==> src/rtl/core/bb3_pkg.sv <==
// Package: shared types and constants of the 3x3 box blur.
`default_nettype none
package bb3_pkg;
    localparam int MAX_WIDTH_DEF  = 1024;
    localparam int MAX_HEIGHT_DEF = 1024;
    localparam int REG_W = 11;
    localparam int PIX_W = 24;
    localparam logic [REG_W-1:0] WIDTH_RESET  = 11'd640;
    localparam logic [REG_W-1:0] HEIGHT_RESET = 11'd480;
    localparam logic REG_FRAME_WIDTH  = 1'b0;
    localparam logic REG_FRAME_HEIGHT = 1'b1;

    // Classified job handed from front to back.
    typedef struct packed {
        logic [PIX_W-1:0] px;      // pixel (zero on drain)
        logic             edge_emit; // emit right-edge result before shift
        logic             mid_emit;  // emit after shift
        logic             left;      // mid result is on left column
        logic             top;       // result row is row 0
        logic             bot;       // result row is last row
        logic             last_a;    // edge result is frame last
        logic             last_b;    // mid result is frame last
        logic [REG_W:0]   col;       // line store column
    } job_t;
endpackage
`default_nettype wire

==> src/rtl/core/bb3_front.sv <==
// Front: accepts items, tracks frame position, classifies each beat into a job.
`default_nettype none
module bb3_front #(
    parameter int MAX_WIDTH  = bb3_pkg::MAX_WIDTH_DEF,
    parameter int MAX_HEIGHT = bb3_pkg::MAX_HEIGHT_DEF
) (
    input  wire logic clk,
    input  wire logic rst_n,
    input  wire logic restart,
    input  wire logic [bb3_pkg::REG_W-1:0] w_reg,
    input  wire logic [bb3_pkg::REG_W-1:0] h_reg,
    input  wire logic take,
    input  wire logic mode,
    input  wire logic [bb3_pkg::PIX_W-1:0] in_pixel,
    output bb3_pkg::job_t job,
    output logic job_valid
);
    localparam int CW = $clog2(MAX_WIDTH + 1) + 1;
    localparam int RW = $clog2(MAX_HEIGHT + 3) + 1;
    logic [CW-1:0] w, in_col_reg, in_col_next, c, oc_reg, oc_next, c1;
    logic [RW-1:0] h, in_row_reg, in_row_next, or_reg, or_next, r1, r_orow;
    logic drain_phase, e_a, e_b, ok;

    always_comb
    begin
        w = CW'(w_reg);
        if (w < CW'(2)) w = CW'(2);
        if (w > CW'(MAX_WIDTH)) w = CW'(MAX_WIDTH);
        h = RW'(h_reg);
        if (h < RW'(2)) h = RW'(2);
        if (h > RW'(MAX_HEIGHT)) h = RW'(MAX_HEIGHT);
        drain_phase = in_row_reg >= h;
        c = (in_col_reg >= w) ? w - CW'(1) : in_col_reg;
        ok = take && (mode == drain_phase);
        e_a = (c == '0) && (in_row_reg >= RW'(2));
        e_b = (c != '0) && (in_row_reg >= RW'(1));
        // out position after an edge emit
        oc_next = oc_reg;
        or_next = or_reg;
        job.last_a = (or_reg == h - RW'(1)) && (oc_reg == w - CW'(1));
        if (e_a)
        begin
            oc_next = oc_reg + CW'(1);
            if (oc_next >= w)
            begin
                oc_next = '0;
                or_next = or_reg + RW'(1);
            end
        end
        job.top = (or_reg == '0);
        job.bot = !(or_reg + RW'(1) < h);
        r_orow = or_next;
        job.left = (oc_next == '0);
        job.last_b = (r_orow == h - RW'(1)) && (oc_next == w - CW'(1));
        if (!e_a)
        begin
            job.top = (r_orow == '0);
            job.bot = !(r_orow + RW'(1) < h);
        end
        if (e_b)
        begin
            oc_next = oc_next + CW'(1);
            if (oc_next >= w)
            begin
                oc_next = '0;
                or_next = or_next + RW'(1);
            end
        end
        c1 = c + CW'(1);
        r1 = in_row_reg;
        if (c1 >= w)
        begin
            c1 = '0;
            r1 = r1 + RW'(1);
        end
        in_col_next = c1;
        in_row_next = r1;
        if (r1 > h + RW'(1) || (r1 == h + RW'(1) && c1 != '0))
        begin
            in_col_next = '0;
            in_row_next = '0;
            or_next = '0;
            oc_next = '0;
        end
        job.px = mode ? '0 : in_pixel;
        job.edge_emit = e_a;
        job.mid_emit = e_b;
        job.col = (bb3_pkg::REG_W+1)'(c);
    end

    assign job_valid = ok;

    always_ff @(posedge clk or negedge rst_n)
    begin
        if (!rst_n)
        begin
            in_col_reg <= '0;
            in_row_reg <= '0;
            oc_reg <= '0;
            or_reg <= '0;
        end
        else if (restart)
        begin
            in_col_reg <= '0;
            in_row_reg <= '0;
            oc_reg <= '0;
            or_reg <= '0;
        end
        else if (ok)
        begin
            in_col_reg <= in_col_next;
            in_row_reg <= in_row_next;
            oc_reg <= oc_next;
            or_reg <= or_next;
        end
    end
endmodule
`default_nettype wire

==> config.mk <==
export PLATFORM = sky130hd
export DESIGN_NAME = bb3_front
export DESIGN_NICKNAME = d
export VERILOG_FILES = /design/src/rtl/core/bb3_pkg.sv /design/src/rtl/core/bb3_front.sv
export SDC_FILE = /design/constraint.sdc
export NUM_CORES = 1
export LEC_CHECK = 0
export ABC_AREA = 1
export BUFFER_PORTS_ARGS = -buffer_cell sky130_fd_sc_hd__buf_2
export CORE_ASPECT_RATIO = 1.1
export CORE_MARGIN = 2
export CORE_UTILIZATION = 46
export CTS_BUF_LIST = sky130_fd_sc_hd__clkbuf_8 sky130_fd_sc_hd__clkbuf_16
export DETAILED_ROUTE_END_ITERATION = 10
export HOLD_SLACK_MARGIN = 0.15
export PLACE_DENSITY = 0.73
export SETUP_SLACK_MARGIN = 0.05
export SKIP_LAST_GASP = 1
export SLEW_MARGIN = 10
export SYNTH_ARGS = -nofsm -noshare
export SYNTH_HDL_FRONTEND = slang
export SYNTH_SLANG_ARGS = --single-unit
==> constraint.sdc <==
create_clock -name clk -period 5.9 [get_ports clk]
set_clock_uncertainty 0.2 [all_clocks]
set_input_delay 0.59 -clock clk [delete_from_list [all_inputs] [get_ports clk]]
set_output_delay 0.59 -clock clk [all_outputs]
set_load 0.02 [all_outputs]
# ---- Word level (Yosys, flattened, before mapping)
# Index checks and enable logic that the tools add are counted.
dict set report word_totals {
  input_bits 51
  output_inout_bits 44
  register_bits 48
  elab_cells 78
}
dict set report classes {
  addsub 9
  n_eq_ne 6
  magnitude_cmp 14
  reduce_logical 16
  mux 29
}
# op count
set op_table {}
lappend op_table {{2-to-1 mux 12 bit} 24}
lappend op_table {{adder 12 x 1 -> 12 bit (second input constant)} 7}
lappend op_table {{equality test 12 bit} 5}
lappend op_table {{greater-or-equal comparator 12 bit} 5}
lappend op_table {{zero test 12 bit} 4}
lappend op_table {{2-to-1 mux 11 bit} 3}
lappend op_table {{greater-than comparator 12 x 11 -> 1 bit (second input constant)} 2}
lappend op_table {{< comparator 12 bit} 2}
lappend op_table {{2-to-1 mux 24 bit} 1}
lappend op_table {{nonzero test 12 bit} 2}
lappend op_table {{subtractor 12 x 1 -> 12 bit (second input constant)} 2}
lappend op_table {{< comparator 11 x 2 -> 1 bit (second input constant)} 2}
lappend op_table {{greater-or-equal comparator 12 x 1 -> 1 bit (second input constant)} 1}
lappend op_table {{greater-or-equal comparator 12 x 2 -> 1 bit (second input constant)} 1}
lappend op_table {{greater-than comparator 12 bit} 1}
lappend op_table {{logical AND 1 bit} 6}
lappend op_table {{zero test 1 bit} 2}
lappend op_table {{2-to-1 mux 2 bit} 1}
lappend op_table {{nonzero test 2 bit} 1}
lappend op_table {{equality test 1 bit} 1}
lappend op_table {{logical OR 1 bit} 1}

# ---- Longest topological paths before layout
# Gate-level depths: netlist of run 1.
dict set report depth {
  ltp_word 16
  mapped_depth 53
  depth_no_buf 50
}

# ---- Worst setup path after synthesis of run 1
# Ideal clock, no wire load.
dict set report synth_timing {
  path_kind {input -> register}
  startpoint {input port w_reg[8] (netlist name)}
  endpoint {register or_reg[0]}
  n_path_buf 3
  arrival_time_ns 6.919
  required_ns 5.631
  setup_time_ns 0.069
  path_stages 50
  setup_slack_ns -1.288
  cell_sequence {nor2_1 > nand2_1 > nor2_1 > nand4_1 > nand2_2 > buf_6 > inv_1 > nor2_1 > inv_1 > ha_1 > a21oi_1 > o21ai_0 > a21oi_1 > nand3_2 > buf_2 > o21a_1 > inv_1 > ha_1 > [14 not listed] > nand4_1 > nor2_1 > nand2_1 > nor3_2 > xor2_1 > inv_1 > ha_1 > nand4_1 > nor2_1 > nand4_1 > inv_1 > nand2_1 > nor2_1 > nand3_1 > a21oi_2 > buf_2 > nand3_2 > nand3_1}
}
# element line
set synth_lines {}
lappend synth_lines {{start: declaration} bb3_front.sv:10} ;# input wire logic [bb3_pkg::REG_W-1:0] w_reg,
lappend synth_lines {{end signal: assignment} bb3_front.sv:114} ;# or_reg <= or_next;
lappend synth_lines {{end: declaration} bb3_front.sv:21} ;# logic [RW-1:0] h, in_row_reg, in_row_next, or_reg, or_next, r1, r_orow;

# ---- Final worst setup path of run 1
dict set report layout_timing {
  startpoint {input port w_reg[8] (netlist name)}
  endpoint {register in_col_reg[1]}
}
dict set report layout_via {
  elab_chain_len 15
  elab_cells_between_ends 19
  cone_classes {2 x add/sub; 5 x order compare; 1 x eq/ne; 8 x mux; 3 x reduce/logical}
}
# element line
set layout_rtl {}
lappend layout_rtl {{< comparator 11 x 2 -> 1 bit} bb3_front.sv:27} ;# if (w < CW'(2)) w = CW'(2);
lappend layout_rtl {{2-to-1 mux 11 bit (*)} bb3_front.sv:27}
lappend layout_rtl {{greater-than comparator 12 x 11 -> 1 bit} bb3_front.sv:28} ;# if (w > CW'(MAX_WIDTH)) w = CW'(MAX_WIDTH);
lappend layout_rtl {{2-to-1 mux 11 bit (*)} bb3_front.sv:28}
lappend layout_rtl {{branches (longest 8 deep; another with subtractor 12 x 1 -> 12 bit)} n/a}
lappend layout_rtl {{2-to-1 mux 12 bit (*)} bb3_front.sv:78} ;# if (r1 > h + RW'(1) || (r1 == h + RW'(1) && c1 != '0))
lappend layout_rtl {{2-to-1 mux 12 bit (*)} bb3_front.sv:109} ;# else if (ok)
lappend layout_rtl {{2-to-1 mux 12 bit (*)} bb3_front.sv:102} ;# else if (restart)
lappend layout_rtl {{end signal: assignment} bb3_front.sv:111} ;# in_col_reg <= in_col_next;
lappend layout_rtl {{end: declaration} bb3_front.sv:20} ;# logic [CW-1:0] w, in_col_reg, in_col_next, c, oc_reg, oc_next, c1;
# Mark *: on every way between the ends. The select of a mux whose other input is x is not followed.
# A chain may end at the register's enable or synchronous reset.

==> metrics, run 1 <==
outcome finished with violations; final worst slack -1.29 ns; Slew HR 0.211; Post-route DRC 0; Root Buffer clkbuf_16; synthesized flop and latch total 48; CP bufs+invs 10; Worst Path Required 5.92 ns; crit path launch type primary input; Worst path max stage delay between 0.3 and 0.4 ns; most common cell after layout, fill and taps aside nand2_1; Post-Place Cell Area roughly 11,000 um^2; CP endpoint kind flop; FMAX ~140 MHz; CP max FO 5; Final Hold Vio Count 0; post-synthesis sequential area ratio 0.143; share of synthesized registers carrying an async set or reset 1.00; Final #Nets around 1,800; CP delay by family, top simple AND/OR/NAND/NOR gates; Leak approximately 6.9 nW; syn_nets 1,487; number of routed nets with antenna violations 0; Die ar. just under 20,000 um^2; die height around 150 um; synth warn 0; final instance area 12,500 um^2; crit path time final between 7 and 8 ns; DR WL/cell roughly 18 um; WP data arrival between 7 and 8 ns; failing checks setup timing; Antenna Diode Count 0; CTS tree done; Total Wirelength between 30,000 and 40,000 um; Hold WS approximately 0.20 ns; RSZ-0062 raised after global routing yes; total track usage 0.326; placed cells about 1,900; Mapped Cells between 1,000 and 1,500; ys flop type dfrtp_1; Setup CP Type primary input to flop; layout cells sized above 1 0.359; CTS Buf Count 5; Longest Clk Path Bufs 2; Cell Area, Synth 8380 um^2; hold_buf cts 0; Post-synth EDFFs 0; vias in the first global route around 10,000; Placeable Area ~18,000 um^2; via count between 10,000 and 15,000; H-tree depth 2; Util after Layout 0.703; Initial Util 0.471; Synth cell types 52; Avg Inst Size Synth 6.29 um^2; Worst-Margin Slew 1.15 ns; slowest library cell on the worst path ha_1; largest net degree at the start of global routing approximately 50; first-pass GRT wire length approximately 51,000 um; fin. max-slew vios 0; HP Class primary input to async pin; DP Wirelength approximately 24,000 um; clock-pin slew on the worst setup and hold paths approximately 0.07 ns; PortBufs 93; area delta synth->final 49.4%; GPL Wtd Cong 1.04; max capacitance violation total 0; total iterations of the first detailed-routing run 6; # IOs between 90 and 100; Pwr Density approximately 140 nW/um^2; fin crit share 1.22; DRT iter0 DRCs 982; clk_lat worst skew ~0.3 ns; commonest non-fill, non-tap cells in the layout 271 x nand2_1, 261 x buf_4, 208 x inv_1; CP most frequent cell nor2_2; Die X 133 um; Row Count 51; Power Total around 1.7 mW; antenna violations before repair 0; VDD IR max approximately 100 uV; total gr overflow 0; TritonCTS Sinks 48; final non-filler cell total slightly below 2,000; final setup fails ~50; drt via density about 5.5
==> Yosys cell counts, types with 3 or more instances <==
cell / number / area, um^2
xnor2_1: 3 / 26.3
o211ai_1: 4 / 30.0
nand3_2: 25 / 250
buf_4: 9 / 67.6
a2111oi_0: 3 / 26.3
inv_1: 219 / 822
inv_2: 9 / 33.8
a21oi_1: 48 / 240
nor3_1: 11 / 55.1
nand3b_1: 3 / 22.5
nand2_1: 298 / 1120
buf_2: 9 / 45.0
nand3_1: 80 / 400
nor4_1: 7 / 43.8
o21ai_0: 49 / 245
nor2_2: 10 / 62.6
dfrtp_1: 48 / 1200
nor2_4: 4 / 45.0
nor2_1: 130 / 488
o41ai_1: 3 / 26.3
ha_1: 105 / 1310
buf_6: 9 / 101
nand2_2: 15 / 93.8
o21ai_1: 14 / 70.1
a211oi_1: 6 / 45.0
clkbuf_1: 14 / 52.6
xor2_1: 66 / 578
nand4_1: 72 / 450
o22ai_1: 21 / 131
and2_1: 4 / 25.0
o21ai_2: 3 / 26.3
==> cell families (layout without fill, tap and decap cells) <==
logic type | Yosys count | after routing | synth area share
DFF | 48 | 48 | 0.143
and+or+nand+nor | 667 | 667 | 0.374
AOI/OAI and AO/OA | 168 | 168 | 0.117
buffers and inverters | 272 | 625 | 0.136
adders and majority gates | 105 | 105 | 0.157
other | 2 | 2 | 0.000897
xor gates and xnor gates | 69 | 69 | 0.0721
==> layout make-up <==
class | instances | area, um^2
multi-input combinational | 1011 | 6900
fill | 1366 | 5290
timing repair buffer | 387 | 3080
sequential | 48 | 1200
inverter | 230 | 876
tap | 238 | 298
clock buffer | 5 | 125
clock inverter | 3 | 38.8
==> worst paths after layout <==
check | from | to | slack [ns] | cells past startpoint
setup / recovery | w_reg[8] | in_col_reg[1] | -1.29 | 51
hold reg to reg | in_col_reg[11] | in_col_reg[11] | 0.32 | 2
hold / removal | rst_n | oc_reg[7] | 0.20 | 2
min in group clk | in_col_reg[11] | in_col_reg[11] | 0.32 | 2
setup reg to reg | in_col_reg[7] | in_col_reg[1] | -0.55 | 44
max in group asynchronous | rst_n | in_col_reg[9] | 4.81 | 2
==> report_power, final <==
| group | switching (mW) | internal, mW |
|---|---|---|
| clock network | 0.144 | 0.199 |
| registers | 0.00692 | 0.335 |
| logic | 0.599 | 0.417 |
| total | 0.749 | 0.950 |
==> through the flow <==
stage	setup TNS [ns]	setup slack [ns]
2_1_floorplan	-42.81	-0.964
3_3_place_gp	-52.61	-1.16
3_5_place_dp	-64.05	-1.43
4_1_cts	-31.09	-0.739
5_1_grt	-78.73	-1.72
6_report	-58.64	-1.29
==> layer usage <==
layer,vias up,share of wire,track usage
met5,-,0,0
met4,0,0.067,0.181
met3,157,0.072,0.0414
met2,506,0.48,0.569
met1,4929,0.39,0.387
li1,5070,-,-
==> timing repair <==
action	4_1_cts	5_1_grt
gates cloned	8	2
endpoints found under the setup margin	49	51
hold endpoints to repair	0	0
pin swaps	58	57
resized for setup	77	127
buffers inserted	25	24
(Power assumes the default switching activity.)
==> inputs of run 2 (changes only) <==
--- a/config.mk
+++ b/config.mk
@@ -13,7 +13,7 @@
 export CTS_BUF_LIST = sky130_fd_sc_hd__clkbuf_8 sky130_fd_sc_hd__clkbuf_16
 export DETAILED_ROUTE_END_ITERATION = 10
 export HOLD_SLACK_MARGIN = 0.15
-export PLACE_DENSITY = 0.73
+export PLACE_DENSITY = 0.72
 export SETUP_SLACK_MARGIN = 0.05
 export SKIP_LAST_GASP = 1
 export SLEW_MARGIN = 10
==> run 2 against run 1 <==
  * The run still ends with setup timing left
  * Final area shrank 2.0%
  * Maximum frequency grew 1.2%
  * Combinational power shrank 5%
  * Cell count shrank 0.31%
  * Power shrank 1.4%
  * Highest routed layer unchanged
  * Critical endpoint is now oc_reg[11]
  * Critical path depth shrank 1
  * Largest power group unchanged
  * Largest cell class unchanged
  * Sequential cell count is the same
  * Die area is the same
==> metrics, run 2 (synthesis results as in run 1) <==
DRT iter0 DRCs 1,206 (was 982); failing checks setup timing (unchanged); clk_lat worst skew 0.30 ns (about the same); Setup CP Type primary input to flop (unchanged); layout cells sized above 1 0.347 (was 0.359); slowest library cell on the worst path ha_1 (unchanged); Longest Clk Path Bufs 2 (unchanged); max capacitance violation total 0 (unchanged); largest net degree at the start of global routing 49 (unchanged); total iterations of the first detailed-routing run 6 (unchanged); Final Hold Vio Count 0 (unchanged); WP data arrival 7.12 ns (was 7.21 ns); GPL Wtd Cong 1.01 (was 1.04); CTS Buf Count 5 (unchanged); DP Wirelength 24,000 um (was 23,500 um); number of routed nets with antenna violations 0 (unchanged); pre-CTS WS -1.43 ns (about the same); PortBufs 93 (unchanged); Post-route DRC 0 (unchanged); outcome finished with violations (unchanged); Final #Nets 1,833 (was 1,839); Antenna Diode Count 0 (unchanged); CP delay by family, top simple AND/OR/NAND/NOR gates (unchanged); Total Wirelength 32,800 um (was 34,100 um); Row Count 51 (unchanged); Placeable Area 17,800 um^2 (unchanged); CP endpoint kind flop (unchanged); vias in the first global route 10,170 (was 10,232); Leak 6.82 nW (was 6.91 nW); Initial Util 0.471 (unchanged); CP bufs+invs 12 (was 10); first-pass GRT wire length 50,700 um (was 50,900 um); # IOs 95 (unchanged); RSZ-0062 raised after global routing yes (unchanged); die height 146 um (unchanged); Pwr Density 137 nW/um^2 (was 136 nW/um^2); Die X 133 um (unchanged); crit path time final 7.10 ns (was 7.19 ns); placed cells 1,862 (was 1,859); VDD IR max 112 uV (was 103 uV); fin. max-slew vios 0 (unchanged); final non-filler cell total 1,916 (was 1,922); Root Buffer clkbuf_16 (unchanged); CTS tree done (unchanged); Worst path max stage delay 0.28 ns (was 0.31 ns); drt via density 5.51 (was 5.55); most common cell after layout, fill and taps aside nand2_1 (unchanged); Slew HR 0.354 (was 0.211); clock-pin slew on the worst setup and hold paths 0.07 ns (about the same); crit path launch type primary input (unchanged); Power Total 1.68 mW (was 1.70 mW); final setup fails 49 (unchanged); Util after Layout 0.689 (was 0.703); total track usage 0.323 (was 0.326); Worst Path Required 5.92 ns (about the same); Die ar. 19,300 um^2 (unchanged); via count 10,562 (was 10,662); antenna violations before repair 0 (unchanged); final worst slack -1.20 ns (was -1.29 ns); DR WL/cell 17.1 um (was 17.7 um); FMAX 141 MHz (was 139 MHz); HP Class primary input to async pin (unchanged); TritonCTS Sinks 48 (unchanged); CP max FO 5 (unchanged); total gr overflow 0 (unchanged); commonest non-fill, non-tap cells in the layout 268 x nand2_1, 265 x buf_4, 208 x inv_1 (was 271 x nand2_1, 261 x buf_4, 208 x inv_1); fin crit share 1.20 (was 1.22); hold_buf cts 0 (unchanged); Worst-Margin Slew 0.968 ns (was 1.15 ns); area delta synth->final 46.3% (was 49.4%); H-tree depth 2 (unchanged)
[run 2: worst paths after layout]
check	start	end	slack, ns	cells after the start
min in group clk	or_reg[11]	or_reg[11]	0.32	2
max	w_reg[8]	oc_reg[11]	-1.20	50
max in group asynchronous	rst_n	in_col_reg[4]	4.79	2
max reg2reg	in_col_reg[6]	oc_reg[11]	-0.54	42
min	rst_n	oc_reg[7]	0.21	2
min reg2reg	or_reg[11]	or_reg[11]	0.32	2
[run 2: metrics by stage]
stage	area [um^2]	hold slack, ns	TNS [ns]
floorplan	8490	0.0944	-42.81
global placement	10800	0.281	-52.80
detailed placement	10800	0.290	-64.30
CTS	11600	0.250	-34.43
global route	12300	0.270	-74.69
finish	12300	0.211	-52.89
[run 2: routing by layer]
metal  global-route usage  part of all wire  up-vias
li1                     -                 -     5055
met3               0.0387             0.075      147
met1                0.395              0.39     4836
met5                    0                 0        -
met2                0.553              0.47      524
met4                0.169             0.062        0
[run 2: power breakdown]
group	switching (mW)	internal [mW]
registers	0.00616	0.335
clock network	0.147	0.224
logic	0.570	0.394
[run 2: layout make-up]
class	instances	area, um^2
multi-input cells	1011	6750
inverters	230	871
clock buffers	7	153
repair buffers	381	2950
clock inverters	1	30.0
flip-flops and latches	48	1200
well taps	238	298
fillers	1428	5540
[run 2: timing repair]
item,in CTS,in global routing
pin swaps,55,65
hold endpoints to repair,0,0
gates cloned,5,2
setup endpoints to repair,49,51
gates resized for setup,65,114
buffers inserted,19,21
==> inputs of run 3 (changes only) <==
==> constraint.sdc (replaced) <==
create_clock -name clk -period 5.9 [get_ports clk]
set_clock_uncertainty 0.2 [all_clocks]
set_input_delay 0.59 -clock clk [delete_from_list [all_inputs] [get_ports clk]]
set_output_delay 0.59 -clock clk [all_outputs]
set_load 0.01 [all_outputs]
==> run 3 against run 2 <==
  * Power shrank 5.3%
  * Sequential share of layout area grew 0.27 points
  * Largest cell class unchanged
  * Via count shrank 1.2%
  * Largest power group unchanged
  * Highest routed layer unchanged
  * Critical path type unchanged
  * The flow still finishes with violations (setup timing)
  * Critical endpoint is now or_reg[0]
  * Utilization shrank 1.9 points
==> metrics, run 3 (synthesis results as in run 1) <==
area delta synth->final 42.4% (was 46.3%); Pwr Density 133 nW/um^2 (was 137 nW/um^2); met2 WL 15,100 um (was 15,400 um); number of routed nets with antenna violations 0 (unchanged); hold_buf cts 0 (unchanged); outcome finished with violations (unchanged); Initial Util 0.471 (unchanged); RR Endpoint or_reg[0] (was oc_reg[11]); total track usage 0.305 (was 0.323); fill cell count 1,459 (was 1,428); most common cell after layout, fill and taps aside nand2_1 (unchanged); Final Hold Vio Count 0 (unchanged); layout cells sized above 1 0.324 (was 0.347); antenna violations before repair 0 (unchanged); vias in the first global route 9,860 (was 10,170); Worst path max stage delay 0.31 ns (was 0.28 ns); largest net degree at the start of global routing 49 (unchanged); Post-route DRC 0 (unchanged); slowest library cell on the worst path ha_1 (unchanged); crit path launch w_reg[9] (was w_reg[8]); # IOs 95 (unchanged); Slew HR 0.243 (was 0.354); Total Wirelength 31,000 um (was 32,800 um); pre-CTS WS -1.49 ns (was -1.43 ns); critical path depth 50 (unchanged); total iterations of the first detailed-routing run 7 (was 6); CP endpoint kind flop (unchanged); total gr overflow 0 (unchanged); PortBufs 93 (unchanged); RSZ-0062 raised after global routing yes (unchanged); CP delay by family, top simple AND/OR/NAND/NOR gates (unchanged); final worst slack -1.21 ns (was -1.20 ns); crit path launch type primary input (unchanged); max layer used met4 (unchanged); fin. max-slew vios 0 (unchanged); HP Class primary input to async pin (unchanged); CP most frequent cell nor2_4; failing checks setup timing (unchanged); CP max FO 8 (was 5); final non-filler cell total 1,900 (was 1,916); Die X 133 um (unchanged); Longest Clk Path Bufs 2 (unchanged); TritonCTS Sinks 48 (unchanged); Post-Place Cell Area 10,700 um^2 (was 10,800 um^2); DR WL/cell 16.3 um (was 17.1 um); WP data arrival 7.15 ns (was 7.12 ns); FMAX 141 MHz (about the same); max capacitance violation total 0 (unchanged); crit path time final 7.11 ns (was 7.10 ns); Die ar. 19,300 um^2 (unchanged); CTS tree done (unchanged); worst reg2reg startpoint in_col_reg[7] (was in_col_reg[6]); H-tree depth 2 (unchanged); CP bufs+invs 11 (was 12); die height 146 um (unchanged); Leak 6.69 nW (was 6.82 nW); R2R setup slack -0.51 ns (was -0.54 ns); GPL Wtd Cong 0.994 (was 1.01); VDD IR max 116 uV (was 112 uV); Placeable Area 17,800 um^2 (unchanged); DP Wirelength 22,900 um (was 24,000 um); Final #Nets 1,817 (was 1,833); routed length on met3 1800 um (was 2470 um); Root Buffer clkbuf_16 (unchanged); Reg2Reg Depth 41 (was 42); Worst Path Required 5.94 ns (was 5.92 ns); Hold WS 0.225 ns (was 0.211 ns); DRT iter0 DRCs 1,072 (was 1,206); first-pass GRT wire length 48,200 um (was 50,700 um); Antenna Diode Count 0 (unchanged); Worst-Margin Slew 1.11 ns (was 0.968 ns); commonest non-fill, non-tap cells in the layout 274 x nand2_1, 251 x buf_4, 211 x inv_1 (was 268 x nand2_1, 265 x buf_4, 208 x inv_1); clk_lat worst skew 0.30 ns (about the same); via count 10,431 (was 10,562); Setup CP Type primary input to flop (unchanged); met1 WL 12,400 um (was 12,900 um); clock-pin slew on the worst setup and hold paths 0.07 ns (about the same); CTS Buf Count 5 (unchanged); Row Count 51 (unchanged); final setup fails 49 (unchanged); final instance area 11,900 um^2 (was 12,300 um^2); placed cells 1,845 (was 1,862); drt via density 5.49 (was 5.51); fin crit share 1.20 (about the same)
## run 3: cell count changes in the layout (fill, tap and decap cells not counted), moves of 4 or more
cell | previous run | this run
buf_6 | 17 | 12
buf_4 | 265 | 251
nand3_2 | 41 | 32
nand3_1 | 60 | 65
ha_1 | 92 | 97
buf_2 | 83 | 87
nand2_1 | 268 | 274
o21ai_0 | 32 | 37
a21oi_2 | 6 | 2
ha_4 | 13 | 8
nand3_4 | 5 | 9
nor2_4 | 18 | 14
## run 3: report_power, final
part | switching [mW] | internal (mW) | total, mW | leakage [nW]
clock network | 0.142 | 0.224 | 0.366 | 0.0901
logic | 0.519 | 0.362 | 0.880 | 5.93
registers | 0.00563 | 0.335 | 0.340 | 0.670
## run 3: final cells by class
cell class | instances | area, um^2 | area share
clock buffer | 7 | 153 | 0.0128
clock inverter | 1 | 30.0 | 0.00252
inverter | 230 | 871 | 0.0730
multi-input combinational | 1011 | 6590 | 0.553
sequential | 48 | 1200 | 0.101
tap | 238 | 298 | 0.0250
timing repair buffer | 365 | 2780 | 0.233
## run 3: worst register-to-register path, delay by kind of cell, from the launching register on
family,cells,cell delay (ns)
simple gates,17,1.86
buf+inv,9,1.01
xor+xnor,2,0.41
flops,1,0.42
fa+ha+maj,4,1.00
compound gates,9,1.45
## run 3: worst max-delay path by stage
stage	slack (ns)	end
after floorplan	-0.91	oc_reg[11]
after global placement	-1.19	or_reg[7]
after detailed placement	-1.49	or_reg[7]
after CTS	-0.83	oc_reg[11]
after global routing	-1.61	oc_reg[11]
final	-1.21	or_reg[0]
## run 3: stage by stage
step | power [mW] | TNS, ns | util
detailed placement | 1.12 | -65.94 | 0.602
global route | 1.67 | -73.89 | 0.670
global placement | 1.11 | -52.60 | 0.602
finish | 1.59 | -53.79 | 0.670
CTS | 1.52 | -35.91 | 0.643
floorplan | 0.818 | -40.07 | -
## run 3: what timing repair did
action / in CTS / in global routing
cloned: 4 / 0
pin swaps: 52 / 48
buffers inserted: 30 / 16
gates resized for setup: 57 / 72
setup endpoints to repair: 49 / 51
## run 3: metal layers
layer | up-vias | GRT usage
li1 | 5018 | -
met1 | 4823 | 0.370
met2 | 454 | 0.541
met3 | 136 | 0.0272
met4 | 0 | 0.144
met5 | - | 0
